<file path="src/hdl/sadc_pkg.sv">
// ----------------------------------------------------------------------------
// Serial ADC scanner package
// Shared types, constants and helpers for the scan controller and its
// channel statistics store.
// ----------------------------------------------------------------------------
package sadc_pkg;

    // Sample word and field widths.
    localparam int SAMPLE_BITS   = 10;
    localparam int CH_W          = 4;
    localparam int LIST_W        = 44;
    localparam int COUNT_W       = 4;
    localparam int SETTLE_W      = 16;
    localparam int HALF_W        = 8;
    localparam int CFG_W         = 44;
    localparam int CFG_IDX_W     = 2;
    localparam int IN_DATA_W     = 8;
    localparam int OUT_DATA_W    = 40;
    localparam int ADDR_SHIFT_W  = 8;

    // Defaults for the top-level parameters.
    localparam int DEF_CHANNELS  = 11;
    localparam int DEF_MAX_SLOTS = 11;

    // Register reset values.
    localparam logic [LIST_W-1:0]   RST_CHAN_LIST = LIST_W'(44'hA43210);
    localparam logic [COUNT_W-1:0]  RST_COUNT     = COUNT_W'(6);
    localparam logic [SETTLE_W-1:0] RST_SETTLE    = SETTLE_W'(50);
    localparam logic [HALF_W-1:0]   RST_HALF      = HALF_W'(1);

    // Command codes carried in the input tuser.
    localparam logic [1:0] CMD_TICK  = 2'd0;
    localparam logic [1:0] CMD_START = 2'd1;
    localparam logic [1:0] CMD_READ  = 2'd2;

    // Configuration register indexes.
    localparam logic [CFG_IDX_W-1:0] REG_CHAN_LIST = 2'd0;
    localparam logic [CFG_IDX_W-1:0] REG_COUNT     = 2'd1;
    localparam logic [CFG_IDX_W-1:0] REG_SETTLE    = 2'd2;
    localparam logic [CFG_IDX_W-1:0] REG_HALF      = 2'd3;

    // Sequencer phases, one-hot.
    typedef enum logic [3:0] {
        PH_IDLE   = 4'b0001,
        PH_LOW    = 4'b0010,
        PH_HIGH   = 4'b0100,
        PH_SETTLE = 4'b1000
    } phase_t;

    // Configuration register set.
    typedef struct packed {
        logic [LIST_W-1:0]   chan_list;
        logic [COUNT_W-1:0]  count;
        logic [SETTLE_W-1:0] settle;
        logic [HALF_W-1:0]   half;
    } cfg_t;

    // Store and query request from the sequencer to the statistics store.
    typedef struct packed {
        logic                   store_en;
        logic [CH_W-1:0]        store_ch;
        logic [SAMPLE_BITS-1:0] sample;
        logic                   query_en;
        logic [CH_W-1:0]        query_ch;
    } stat_req_t;

    // Pin levels after one step.
    typedef struct packed {
        logic busy;
        logic addr_bit;
        logic sclk;
        logic cs_n;
    } pins_t;

    // One statistics entry.
    typedef struct packed {
        logic [SAMPLE_BITS-1:0] max_val;
        logic [SAMPLE_BITS-1:0] min_val;
        logic [SAMPLE_BITS-1:0] value;
    } stat_word_t;

    localparam stat_word_t STAT_RESET = '{
        max_val: '0,
        min_val: '1,
        value:   '0
    };

    // Channel number held in one slot of the packed channel list.
    function automatic logic [CH_W-1:0] chan_of(input logic [LIST_W-1:0] list,
                                                input logic [3:0] slot);
        logic [63:0] padded;
        padded = {{(64-LIST_W){1'b0}}, list};
        return padded[{slot, 2'b00} +: CH_W];
    endfunction

endpackage

</file>
<file path="src/hdl/serial_adc_scanner_min_max_unit.sv">
// ----------------------------------------------------------------------------
// Serial ADC scanner with per-channel minimum and maximum
// Drives a 10-bit serial converter through a scan of configured channel
// slots and keeps the latest, smallest and largest sample of each channel.
//
//   Channel  Direction  Carries
//   s_axis   in         tuser: command; tdata: dout_bit, query_channel
//   m_axis   out        tdata: pin levels, busy, value, min, max
//   cfg      in         write enable, register index, register data
//
// One item per clock cycle when the output side keeps up; each result item
// goes through the update stage, then the output register (sequencer step
// and memory read at the accepting edge, update and output register when it
// advances). The statistics memory is read on accept, written back on that
// advance; a read meeting that write on the same edge takes the forwarded word.
// Reset idles the sequencer and marks every channel unwritten at once, so
// entries read as value 0, minimum 1023, maximum 0 with no clearing pass.
// A stalled output holds its item and one more in the update stage.
// ----------------------------------------------------------------------------
module serial_adc_scanner_min_max_unit
    import sadc_pkg::*;
#(
    parameter int CHANNELS  = DEF_CHANNELS,
    parameter int MAX_SLOTS = DEF_MAX_SLOTS
)
(
    input  logic                  clk,
    input  logic                  rst_n,
    // Input items.
    input  logic                  s_axis_tvalid,
    output logic                  s_axis_tready,
    input  logic [IN_DATA_W-1:0]  s_axis_tdata,   // dout_bit[0], query_channel[4:1]
    input  logic [1:0]            s_axis_tuser,   // command[1:0]
    // Result items.
    output logic                  m_axis_tvalid,
    input  logic                  m_axis_tready,
    output logic [OUT_DATA_W-1:0] m_axis_tdata,   // chip_select_n[0], serial_clock[1],
                                                  // address_bit[2], busy_res[3],
                                                  // channel_value[13:4],
                                                  // channel_min[23:14],
                                                  // channel_max[33:24]
    // Configuration writes.
    input  logic                  cfg_wr_en,
    input  logic [CFG_IDX_W-1:0]  cfg_index,
    input  logic [CFG_W-1:0]      cfg_data
);

    cfg_t                   cfg_reg;
    stat_req_t              req;
    pins_t                  pins;
    pins_t                  s1_pins_reg;
    logic                   s1_valid_reg;
    logic                   out_valid_reg;
    logic [OUT_DATA_W-1:0]  out_data_reg;
    stat_word_t             result;
    logic                   accept;
    logic                   adv;

    // Handshake and pipeline advance.
    assign adv           = s1_valid_reg && (!out_valid_reg || m_axis_tready);
    assign s_axis_tready = !s1_valid_reg || adv;
    assign accept        = s_axis_tvalid && s_axis_tready;

    // Configuration registers.
    always_ff @(posedge clk or negedge rst_n)
    begin
        if (!rst_n)
        begin
            cfg_reg.chan_list <= RST_CHAN_LIST;
            cfg_reg.count     <= RST_COUNT;
            cfg_reg.settle    <= RST_SETTLE;
            cfg_reg.half      <= RST_HALF;
        end
        else if (cfg_wr_en)
        begin
            case (cfg_index)
                REG_CHAN_LIST: cfg_reg.chan_list <= cfg_data[LIST_W-1:0];
                REG_COUNT:     cfg_reg.count     <= cfg_data[COUNT_W-1:0];
                REG_SETTLE:    cfg_reg.settle    <= cfg_data[SETTLE_W-1:0];
                REG_HALF:      cfg_reg.half      <= cfg_data[HALF_W-1:0];
                default:       cfg_reg           <= cfg_reg;
            endcase
        end
    end

    // Pin sequencer.
    sadc_seq #(
        .CHANNELS  (CHANNELS),
        .MAX_SLOTS (MAX_SLOTS)
    ) u_seq (
        .clk           (clk),
        .rst_n         (rst_n),
        .step_en       (accept),
        .command       (s_axis_tuser),
        .dout_bit      (s_axis_tdata[0]),
        .query_channel (s_axis_tdata[CH_W:1]),
        .cfg           (cfg_reg),
        .req           (req),
        .pins          (pins)
    );

    // Statistics memory.
    sadc_stat #(
        .CHANNELS (CHANNELS)
    ) u_stat (
        .clk    (clk),
        .rst_n  (rst_n),
        .rd_en  (accept),
        .req    (req),
        .wr_adv (adv),
        .result (result)
    );

    // Update stage: pin levels wait beside the memory read.
    always_ff @(posedge clk)
    begin
        if (accept)
            s1_pins_reg <= pins;
    end

    // Output register payload.
    always_ff @(posedge clk)
    begin
        if (adv)
            out_data_reg <= {{(OUT_DATA_W - 4 - 3*SAMPLE_BITS){1'b0}},
                             result.max_val, result.min_val, result.value,
                             s1_pins_reg.busy, s1_pins_reg.addr_bit,
                             s1_pins_reg.sclk, s1_pins_reg.cs_n};
    end

    // Stage occupancy.
    always_ff @(posedge clk or negedge rst_n)
    begin
        if (!rst_n)
        begin
            s1_valid_reg  <= 1'b0;
            out_valid_reg <= 1'b0;
        end
        else
        begin
            if (accept)
                s1_valid_reg <= 1'b1;
            else if (adv)
                s1_valid_reg <= 1'b0;

            if (adv)
                out_valid_reg <= 1'b1;
            else if (m_axis_tready)
                out_valid_reg <= 1'b0;
        end
    end

    assign m_axis_tvalid = out_valid_reg;
    assign m_axis_tdata  = out_data_reg;

`ifndef NO_ASSERTIONS
    // An accepted item always lands in the update stage.
    a_accept_fills: assert property (@(posedge clk) disable iff (!rst_n)
        accept |=> s1_valid_reg)
        else $error("accepted item did not reach the update stage");

    // An advancing item always lands in the output register.
    a_adv_fills: assert property (@(posedge clk) disable iff (!rst_n)
        adv |=> out_valid_reg)
        else $error("advancing item did not reach the output register");

    // Chip select is low exactly while busy.
    a_cs_busy: assert property (@(posedge clk) disable iff (!rst_n)
        out_valid_reg |-> (out_data_reg[0] != out_data_reg[3]))
        else $error("chip select and busy disagree");

    // Minimum above maximum only for a never-written channel.
    a_min_max: assert property (@(posedge clk) disable iff (!rst_n)
        (out_valid_reg && (out_data_reg[23:14] > out_data_reg[33:24]))
        |-> ((out_data_reg[13:4] == '0) && (out_data_reg[23:14] == '1)
             && (out_data_reg[33:24] == '0)))
        else $error("inconsistent channel statistics");
`endif

endmodule

</file>
<file path="src/hdl/sadc_seq.sv">
// ----------------------------------------------------------------------------
// Serial ADC scan sequencer
// Runs one tick of the pin sequencer per item: chip select, serial clock,
// address shift-out and data shift-in, and raises store and query requests.
// ----------------------------------------------------------------------------
module sadc_seq
    import sadc_pkg::*;
#(
    parameter int CHANNELS  = DEF_CHANNELS,
    parameter int MAX_SLOTS = DEF_MAX_SLOTS
)
(
    input  logic            clk,
    input  logic            rst_n,
    input  logic            step_en,
    input  logic [1:0]      command,
    input  logic            dout_bit,
    input  logic [CH_W-1:0] query_channel,
    input  cfg_t            cfg,
    output stat_req_t       req,
    output pins_t           pins
);

    phase_t                    phase_reg, phase_next;
    logic [3:0]                bit_count_reg, bit_count_next;
    logic [3:0]                slot_index_reg, slot_index_next;
    logic [SAMPLE_BITS-1:0]    shift_in_reg, shift_in_next;
    logic [ADDR_SHIFT_W-1:0]   address_shift_reg, address_shift_next;
    logic [SETTLE_W-1:0]       wait_count_reg, wait_count_next;

    logic [4:0]                slot_total;
    logic [HALF_W-1:0]         half_len;
    logic [4:0]                slot_inc;
    logic                      last_slot;
    logic                      start_now;
    logic [3:0]                begin_slot;
    logic [4:0]                begin_inc;
    logic [3:0]                begin_peer;
    logic [4:0]                bit_inc;
    logic                      do_begin;
    logic                      store_hit;
    logic [CH_W-1:0]           store_ch;
    logic                      wait_more;

    // Clamped slot count and half period.
    always_comb
    begin
        if (cfg.count == '0)
            slot_total = 5'd1;
        else if ({1'b0, cfg.count} > 5'(MAX_SLOTS))
            slot_total = 5'(MAX_SLOTS);
        else
            slot_total = {1'b0, cfg.count};
        half_len = (cfg.half == '0) ? HALF_W'(1) : cfg.half;
    end

    // Slot bookkeeping for ending a slot and starting the next one.
    assign slot_inc   = {1'b0, slot_index_reg} + 5'd1;
    assign last_slot  = (slot_inc >= slot_total);
    assign start_now  = (command == CMD_START) && (phase_reg == PH_IDLE);
    assign begin_slot = start_now ? 4'd0 : slot_inc[3:0];
    assign begin_inc  = {1'b0, begin_slot} + 5'd1;
    assign begin_peer = (begin_inc >= slot_total) ? 4'd0 : begin_inc[3:0];
    assign bit_inc    = {1'b0, bit_count_reg} + 5'd1;
    assign wait_more  = (wait_count_reg > SETTLE_W'(1));

    // One sequencer tick.
    always_comb
    begin
        phase_next         = phase_reg;
        bit_count_next     = bit_count_reg;
        slot_index_next    = slot_index_reg;
        shift_in_next      = shift_in_reg;
        address_shift_next = address_shift_reg;
        wait_count_next    = wait_count_reg;
        do_begin           = 1'b0;
        store_hit          = 1'b0;

        if (start_now)
        begin
            do_begin = 1'b1;
        end
        else
        begin
            case (phase_reg)
                PH_IDLE:
                begin
                end
                PH_LOW:
                begin
                    if (wait_more)
                        wait_count_next = wait_count_reg - SETTLE_W'(1);
                    else
                    begin
                        shift_in_next   = {shift_in_reg[SAMPLE_BITS-2:0], dout_bit};
                        phase_next      = PH_HIGH;
                        wait_count_next = SETTLE_W'(half_len);
                    end
                end
                PH_HIGH:
                begin
                    if (wait_more)
                        wait_count_next = wait_count_reg - SETTLE_W'(1);
                    else
                    begin
                        address_shift_next = {address_shift_reg[ADDR_SHIFT_W-2:0], 1'b0};
                        bit_count_next     = bit_inc[3:0];
                        if (bit_inc >= 5'(SAMPLE_BITS))
                        begin
                            store_hit = 1'b1;
                            if (cfg.settle == '0)
                            begin
                                if (last_slot)
                                    phase_next = PH_IDLE;
                                else
                                    do_begin = 1'b1;
                            end
                            else
                            begin
                                phase_next      = PH_SETTLE;
                                wait_count_next = cfg.settle;
                            end
                        end
                        else
                        begin
                            phase_next      = PH_LOW;
                            wait_count_next = SETTLE_W'(half_len);
                        end
                    end
                end
                PH_SETTLE:
                begin
                    if (wait_more)
                        wait_count_next = wait_count_reg - SETTLE_W'(1);
                    else if (last_slot)
                        phase_next = PH_IDLE;
                    else
                        do_begin = 1'b1;
                end
                default:
                begin
                    phase_next = PH_IDLE;
                end
            endcase
        end

        // Set up the first clock-low phase of a slot.
        if (do_begin)
        begin
            slot_index_next    = begin_slot;
            bit_count_next     = 4'd0;
            shift_in_next      = '0;
            address_shift_next = {chan_of(cfg.chan_list, begin_peer), 4'b0000};
            phase_next         = PH_LOW;
            wait_count_next    = SETTLE_W'(half_len);
        end
    end

    // Requests for the statistics store.
    assign store_ch = chan_of(cfg.chan_list, slot_index_reg);

    always_comb
    begin
        req.store_en = store_hit && ({1'b0, store_ch} < 5'(CHANNELS));
        req.store_ch = store_ch;
        req.sample   = shift_in_reg;
        req.query_en = (command == CMD_READ) && ({1'b0, query_channel} < 5'(CHANNELS));
        req.query_ch = query_channel;
    end

    // Pin levels after this tick.
    always_comb
    begin
        pins.busy     = (phase_next != PH_IDLE);
        pins.cs_n     = (phase_next == PH_IDLE);
        pins.sclk     = (phase_next == PH_HIGH);
        pins.addr_bit = (phase_next != PH_IDLE) && address_shift_next[ADDR_SHIFT_W-1];
    end

    // Sequencer state advances once per accepted item.
    always_ff @(posedge clk or negedge rst_n)
    begin
        if (!rst_n)
        begin
            phase_reg         <= PH_IDLE;
            bit_count_reg     <= '0;
            slot_index_reg    <= '0;
            shift_in_reg      <= '0;
            address_shift_reg <= '0;
            wait_count_reg    <= '0;
        end
        else if (step_en)
        begin
            phase_reg         <= phase_next;
            bit_count_reg     <= bit_count_next;
            slot_index_reg    <= slot_index_next;
            shift_in_reg      <= shift_in_next;
            address_shift_reg <= address_shift_next;
            wait_count_reg    <= wait_count_next;
        end
    end

endmodule

</file>
<file path="src/hdl/sadc_stat.sv">
// ----------------------------------------------------------------------------
// Serial ADC channel statistics store
// One synchronous memory of value, minimum and maximum per channel, read at
// the store channel and the query channel, updated when the item advances.
// ----------------------------------------------------------------------------
module sadc_stat
    import sadc_pkg::*;
#(
    parameter int CHANNELS = DEF_CHANNELS
)
(
    input  logic       clk,
    input  logic       rst_n,
    input  logic       rd_en,
    input  stat_req_t  req,
    input  logic       wr_adv,
    output stat_word_t result
);

    localparam int AW = (CHANNELS > 1) ? $clog2(CHANNELS) : 1;

    stat_word_t             stat_mem [CHANNELS];
    logic [CHANNELS-1:0]    valid_reg;

    logic [AW-1:0]          idx_a, idx_b;
    logic [AW-1:0]          idx_a_reg;
    stat_req_t              req_reg;
    stat_word_t             rd_a_reg, rd_b_reg;
    logic                   va_reg, vb_reg;
    logic                   fwd_a_reg, fwd_b_reg;
    stat_word_t             wr_word_reg;

    stat_word_t             entry_a, entry_b;
    stat_word_t             new_word;
    logic                   wr_en;

    // Read addresses; out-of-range channels never reach the memory.
    assign idx_a = req.store_en ? req.store_ch[AW-1:0] : '0;
    assign idx_b = req.query_en ? req.query_ch[AW-1:0] : '0;
    assign wr_en = wr_adv && req_reg.store_en;

    // Memory: two registered reads on accept, one write on advance.
    always_ff @(posedge clk)
    begin
        if (rd_en)
        begin
            rd_a_reg  <= stat_mem[idx_a];
            rd_b_reg  <= stat_mem[idx_b];
            req_reg   <= req;
            idx_a_reg <= idx_a;
        end
        if (wr_en)
        begin
            stat_mem[idx_a_reg] <= new_word;
            wr_word_reg         <= new_word;
        end
    end

    // Written-entry flags and forwarding of a write on the same edge as a read.
    always_ff @(posedge clk or negedge rst_n)
    begin
        if (!rst_n)
        begin
            valid_reg <= '0;
            va_reg    <= 1'b0;
            vb_reg    <= 1'b0;
            fwd_a_reg <= 1'b0;
            fwd_b_reg <= 1'b0;
        end
        else
        begin
            if (rd_en)
            begin
                va_reg    <= valid_reg[idx_a];
                vb_reg    <= valid_reg[idx_b];
                fwd_a_reg <= wr_en && (idx_a_reg == idx_a);
                fwd_b_reg <= wr_en && (idx_a_reg == idx_b);
            end
            if (wr_en)
                valid_reg[idx_a_reg] <= 1'b1;
        end
    end

    // Current entries, seen through forwarding and the reset value.
    always_comb
    begin
        if (fwd_a_reg)
            entry_a = wr_word_reg;
        else if (va_reg)
            entry_a = rd_a_reg;
        else
            entry_a = STAT_RESET;

        if (fwd_b_reg)
            entry_b = wr_word_reg;
        else if (vb_reg)
            entry_b = rd_b_reg;
        else
            entry_b = STAT_RESET;
    end

    // Update of the stored channel.
    always_comb
    begin
        new_word.value   = req_reg.sample;
        new_word.min_val = (req_reg.sample < entry_a.min_val) ? req_reg.sample
                                                              : entry_a.min_val;
        new_word.max_val = (req_reg.sample > entry_a.max_val) ? req_reg.sample
                                                              : entry_a.max_val;
    end

    // Query result sees the store made by the same item.
    always_comb
    begin
        if (!req_reg.query_en)
            result = '0;
        else if (req_reg.store_en && (req_reg.query_ch == req_reg.store_ch))
            result = new_word;
        else
            result = entry_b;
    end

endmodule
</file>
<file path="config.mk">
export PLATFORM = sky130hd
export DESIGN_NAME = serial_adc_scanner_min_max_unit
export DESIGN_NICKNAME = d
export VERILOG_FILES = /design/src/hdl/sadc_pkg.sv /design/src/hdl/serial_adc_scanner_min_max_unit.sv /design/src/hdl/sadc_seq.sv /design/src/hdl/sadc_stat.sv
export SDC_FILE = /design/constraint.sdc
export NUM_CORES = 1
export LEC_CHECK = 0
export BUFFER_PORTS_ARGS = -buffer_cell sky130_fd_sc_hd__buf_4
export CAP_MARGIN = 0
export CORE_MARGIN = 4
export CORE_UTILIZATION = 40
export DETAILED_ROUTE_END_ITERATION = 16
export GPL_ROUTABILITY_DRIVEN = 0
export PLACE_DENSITY = 0.57
export SETUP_SLACK_MARGIN = 0.3
export SYNTH_ARGS = -nofsm -noshare
export SYNTH_HDL_FRONTEND = slang
export SYNTH_SLANG_ARGS = --single-unit
</file>
<file path="constraint.sdc">
create_clock -name clk -period 5.9 [get_ports clk]
set_input_delay 0.295 -clock clk [delete_from_list [all_inputs] [get_ports clk]]
set_output_delay 0.295 -clock clk [all_outputs]
set_load 0.05 [all_outputs]
</file>
After elaboration in Yosys (flattened, before gate mapping)
Memory sizes are Yosys's and may differ from the RTL's. A register that Yosys moved wholly into a read port is not among the register bits.
Index checks and enable logic that the tools add are counted.
{ "classes": {"n_reduce_logical": 32, "bitwise": 1, "order_cmp": 13, "eq_ne": 19, "n_shift": 2, "add_sub_neg": 4, "n_mux": 66} }
{ "ops": {"columns": ["cell", "n"], "rows": [
  ["$mux 30", 5],
  ["$shiftx 64x7->4", 2],
  ["$mux 16", 7],
  ["$mux 4", 18],
  ["$mux 10", 6],
  ["$pmux 16 s3", 1],
  ["$mux 8", 5],
  ["$mux 1", 19],
  ["$gt 16x1->1 const B", 1],
  ["$logic_not 16->1", 1],
  ["$pmux 4 s4", 1],
  ["$sub 16x1->16 const B", 1],
  ["$add 4x1->5 const B", 3],
  ["$lt 4x5->1 const B", 3],
  ["$eq 4x4->1", 3],
  ["$logic_and 1x1->1", 11],
  ["$or 11x11->11", 1],
  ["$ge 5x4->1", 2],
  ["$gt 10x10->1", 1],
  ["$lt 10x10->1", 1],
  ["$reduce_and 2->1", 5],
  ["$bmux 1 s4", 2],
  ["$eq 4x1->1 const B", 2],
  ["$eq 4x3->1 const B", 2],
  ["other kinds (24)", 34]
]} }
{ "word_totals": {"memories": 1, "ram_bits": 330, "register_bits": 227, "elab_cells": 171, "out_inout_bits": 42} }
{ "memory_table": {"columns": ["name", "depth", "width", "read_ports", "rd_ports_with_merged_regs", "wr", "line", "text"], "rows": [
  ["u_stat.stat_mem", 11, 30, 2, 2, 1, "sadc_stat.sv:22", "stat_word_t stat_mem [CHANNELS];"]
]} }

Logic depth before layout (Yosys ltp)
{ "depth": {"word_depth": 13, "depth_mapped": 15, "ltp_nobuf": 13} }

Hierarchy
A second synthesis with hierarchy kept.
{ "unflattened": {"hier_cells": 2147, "area_unflattened_um2": 28432.3} }
{ "modules_own_cells": {"columns": ["module", "area_each_um2", "instances", "cells_per_inst", "seq_area_each_um2"], "rows": [
  ["sadc_stat", 20447.1, 1, 1487, 13407.9],
  ["serial_adc_scanner_min_max_unit", 3998.8, 1, 206, 3009.1],
  ["sadc_seq", 3986.3, 1, 454, 1127.3]
]} }

Least setup slack after synthesis
No wires, ideal clock.
{ "synth_timing": {"path_kind": "flip-flop to flip-flop", "startpoint": "register out_valid_reg, in the netlist m_axis_tvalid", "endpoint": "memory u_stat.stat_mem[0][0] (netlist bit), enable pin", "path_stages_with_launch": 6, "path_slack_ns": 0.927, "setup_ns": 0.456, "arrival_time_ns": 4.517, "t_required_ns": 5.444, "synth_period_minus_slack_ns": 4.973, "cell_sequence": "dfrtp_1 nand2b_1 and3_1 clkbuf_1 or3b_2 nor3_1"} }
{ "synth_between": {"elab_chain_len": 6} }
{ "synth_lines": {"columns": ["item", "line", "text"], "rows": [
  ["start, declared", "serial_adc_scanner_min_max_unit.sv:53", "logic out_valid_reg;"],
  ["start signal, assigned", "serial_adc_scanner_min_max_unit.sv:137", "out_valid_reg <= 1'b0;"],
  ["start signal, assigned", "serial_adc_scanner_min_max_unit.sv:147", "out_valid_reg <= 1'b1;"],
  ["start signal, assigned", "serial_adc_scanner_min_max_unit.sv:149", "out_valid_reg <= 1'b0;"],
  ["$logic_not 1->1", "serial_adc_scanner_min_max_unit.sv:60", "assign adv = s1_valid_reg && (!out_valid_reg || m_axis_tready);"],
  ["$logic_or 1x1->1", "serial_adc_scanner_min_max_unit.sv:60", null],
  ["$logic_and 1x1->1", "serial_adc_scanner_min_max_unit.sv:60", null],
  ["$logic_and 1x1->1", "sadc_stat.sv:40", "assign wr_en = wr_adv && req_reg.store_en;"],
  ["net u_stat.wr_en", "sadc_stat.sv:35", "logic wr_en;"],
  ["$mux 1", "sadc_stat.sv:52", "if (wr_en)"],
  ["$mux 1 (implied by the code)", "sadc_stat.sv:54", "stat_mem[idx_a_reg] <= new_word;"],
  ["end, declared", "sadc_stat.sv:22", null]
]} }
The timed path passes the listed nets, and every way through them passes these cells.

==> results.json <==
{
  "status": "finished, final reports clean",
  "cts_tree": "done",
  "yosys-top-cells-area": "sky130_fd_sc_hd__edfxtp_1 (49%), sky130_fd_sc_hd__dfrtp_1 (10%), sky130_fd_sc_hd__mux2_2 (5.1%), sky130_fd_sc_hd__nand2_1 (2.7%), sky130_fd_sc_hd__nand3_1 (2.6%)",
  "die_y_um": 276,
  "p_leak_nw": 12.2,
  "clock_path_buffers": 3,
  "synth_ff_type": "sky130_fd_sc_hd__edfxtp_1",
  "synth_largest_area_cell": "sky130_fd_sc_hd__edfxtp_1",
  "postRouteWirelength_um": 85600,
  "synth.yosys.warnings": 0,
  "timing.final.ws_setup_ps": 957,
  "cells_after_synthesis": 2355,
  "yosys.area.top_type_share": 0.495,
  "clock_latency_ps": 610,
  "drive_gt1_frac": 0.202,
  "worst_slew_pin_slew_ps": 1300,
  "ctsResizeCount": 0,
  "synth.most_common_cell": "sky130_fd_sc_hd__edfxtp_1",
  "dr_total_vias": 20600,
  "crit_arrival_ps": 5280,
  "core_area_um2": 70500,
  "globalRouteTotalUtil": 0.223,
  "worst_path_max_delay_cell": "sky130_fd_sc_hd__dfstp_2",
  "synth-async-reset-ratio": 0.221,
  "worst_setup_hold_path_clk_slew_ps": 60,
  "final_antenna_net_count": 0,
  "antenna-diode-count": 0,
  "path_type_of_the_worst_min_delay_path": "input port to flop",
  "post_cts.repair.setup_buffers": 0,
  "detailedRoute.firstIterationViolations": 2037,
  "edff_count_synth": 472,
  "cp_slowest_stage_delay_ps": 620,
  "drt_first_pass_iters": 5,
  "initial_antenna_violation_count": 1,
  "cts_inserted_buffers": 67,
  "global_route_wire_length_before_repair_um": 128000,
  "layout-area-overhead-vs-synth_pct": 16.1,
  "pre_cts_slack_ps": 1090,
  "clkSinkCount": 606,
  "end_kind": "flop",
  "ys_seq_area_frac": 0.612,
  "netlist_top_cells_count": "sky130_fd_sc_hd__edfxtp_1 (472), sky130_fd_sc_hd__nand2_1 (207), sky130_fd_sc_hd__nor2_1 (171)",
  "count_of_h_tree_levels_built_during_cts": 3,
  "drc_errors": 0,
  "max_freq_mhz": 202,
  "synth_area_per_cell_um2": 12.2,
  "fin_hold_viols": 0,
  "ir_drop_mv": 0.293,
  "max_cap_violations": 0,
  "design_area_um2": 33300,
  "fin_crit_ps": 4940,
  "largest_reg_flops": 330,
  "vias_per_cell": 5.96,
  "timing_max_transition_violations_final": 0,
  "io_buffers": 93,
  "initial_core_util": 0.406,
  "worstPathRequired_ps": 6240,
  "place.detailed.hpwl_um": 52200,
  "width_of_the_chip_um": 276,
  "grt_start_max_net_pins": 76,
  "rsz0062_at_grt": "false",
  "min_period_over_period": 0.838,
  "top_level_ports": 103,
  "path_class": "flop to flop",
  "final-setup-viol-count": 0,
  "skew_ps": 24.2,
  "row_count": 97,
  "finish.net_count": 2557,
  "num-fill-cells": 6270,
  "start_kind": "flop",
  "setup_tns_ps": 0,
  "wl_per_cell_um": 24.8,
  "placed_cell_area_um2": 30500,
  "synth_cell_type_count": 85,
  "first_global_vias": 20500,
  "gr-total-overflow": 0,
  "syn_area_um2": 28600,
  "ys_ff_latch": 606,
  "path_max_fanout": 19,
  "power_w": 0.0123,
  "cell_by_cell_listing_of_the_critical_path": "nor3b_1 -> nand3_1 -> nand2b_1 -> clkinv_1 -> ha_1 -> ha_1 -> a21o_1 -> a211oi_1 -> o22ai_2 -> mux2i_1 -> mux2i_1 -> o211ai_1 -> a221oi_1",
  "placedCellCount": 3284,
  "power_per_cell_area_nw_per_um2": 370,
  "die-area_um2": 76000,
  "final_cells": 3454,
  "clock-root-buffer": "sky130_fd_sc_hd__clkbuf_16",
  "slew_headroom": 0.126
}
==> stage by stage <==
| step | util | hold slack (ps) |
|---|---|---|
| floorplan | - | -0.591 |
| global route | 0.472 | 144 |
| CTS | 0.472 | 135 |
| finish | 0.472 | 168 |
| global placement | 0.433 | 316 |
| detailed placement | 0.433 | 323 |
==> layout make-up <==
cell class	count	area, µm²	area share
Multi-Input combinational cell	1524	10300	0.311
Tap cell	940	1180	0.0354
Timing Repair Buffer	211	1760	0.0530
Clock buffer	85	1870	0.0562
Sequential cell	606	17500	0.527
Inverter	53	201	0.00605
Clock inverter	35	368	0.0111
==> cell usage in the layout, fill, tap and decap left out, types with 10 or more instances in the layout <==
cell	count
sky130_fd_sc_hd__a211oi_1	35
sky130_fd_sc_hd__a21oi_1	128
sky130_fd_sc_hd__a221oi_1	12
sky130_fd_sc_hd__a22oi_1	33
sky130_fd_sc_hd__a311oi_1	30
sky130_fd_sc_hd__a31oi_1	44
sky130_fd_sc_hd__buf_4	156
sky130_fd_sc_hd__clkbuf_1	10
sky130_fd_sc_hd__clkbuf_16	71
sky130_fd_sc_hd__clkinv_1	16
sky130_fd_sc_hd__dfrtp_1	120
sky130_fd_sc_hd__dfstp_2	14
sky130_fd_sc_hd__dlygate4sd3_1	50
sky130_fd_sc_hd__edfxtp_1	472
sky130_fd_sc_hd__ha_1	33
sky130_fd_sc_hd__inv_1	49
sky130_fd_sc_hd__mux2_2	131
sky130_fd_sc_hd__mux2i_1	71
sky130_fd_sc_hd__nand2_1	205
sky130_fd_sc_hd__nand2b_1	11
sky130_fd_sc_hd__nand3_1	150
sky130_fd_sc_hd__nand3b_1	13
sky130_fd_sc_hd__nor2_1	163
sky130_fd_sc_hd__nor3_1	14
sky130_fd_sc_hd__nor4_1	11
sky130_fd_sc_hd__o211a_1	31
sky130_fd_sc_hd__o211ai_1	11
sky130_fd_sc_hd__o21ai_0	111
sky130_fd_sc_hd__o21ai_1	11
sky130_fd_sc_hd__o221a_2	37
sky130_fd_sc_hd__o221ai_1	32
sky130_fd_sc_hd__o22ai_1	25
sky130_fd_sc_hd__or2_2	13
sky130_fd_sc_hd__xnor2_1	10
==> power by group <==
group	internal, W	switching (W)	total, W
clock network	0.00248	0.00175	0.00424
registers	0.00522	0.000355	0.00557
logic	0.000856	0.00163	0.00249
==> critical path, delay by kind of cell (launching register included) <==
family	cells	cell delay, ps
flops	1	620
compound gates	5	1530
buf+inv	1	400
fa+ha+maj	2	890
mux	2	360
simple gates	3	860
==> routing by layer <==
| layer | part of all wire | global-route usage | vias to the layer above |
|---|---|---|---|
| met4 | 0.035 | 0.0768 | 2 |
| met1 | 0.42 | 0.297 | 10300 |
| met3 | 0.068 | 0.0348 | 188 |
| met5 | 0.00015 | 0 | - |
| li1 | - | - | 9226 |
| met2 | 0.48 | 0.375 | 882 |
==> kinds of logic (layout without fill, tap and decap cells) <==
group / Yosys count / in the layout / share of synthesized area
adders and majority gates: 33 / 33 / 0.0144
xor gates and xnor gates: 18 / 18 / 0.00550
AOI/OAI and AO/OA: 604 / 604 / 0.147
and+or+nand+nor: 651 / 651 / 0.105
buffers and inverters: 230 / 384 / 0.0320
muxes: 212 / 212 / 0.0834
DFF: 606 / 606 / 0.612
other: 1 / 6 / 0.000131
==> final timing paths <==
| kind | depth (start not counted) | from | end | slack [ps] |
|---|---|---|---|---|
| min in group asynchronous | 2 | rst_n | cfg_reg[55] | 250 |
| setup / recovery | 13 | u_seq.phase_reg[0] | s1_pins_reg[2] | 960 |
| hold reg to reg | 0 | s1_pins_reg[2] | m_axis_tdata[2] | 420 |
| hold / removal | 1 | s_axis_tdata[3] | u_stat.req_reg[2] | 170 |
| max in group asynchronous | 3 | rst_n | u_seq.shift_in_reg[6] | 4260 |
| setup reg to reg | 13 | u_seq.phase_reg[0] | s1_pins_reg[2] | 960 |
==> timing repair <==
action,in CTS,in global routing
hold buffers,50,0
endpoints found under the setup margin,0,0
endpoints found under the hold margin,133,0
Note: power is estimated with default switching activity, not from simulation.
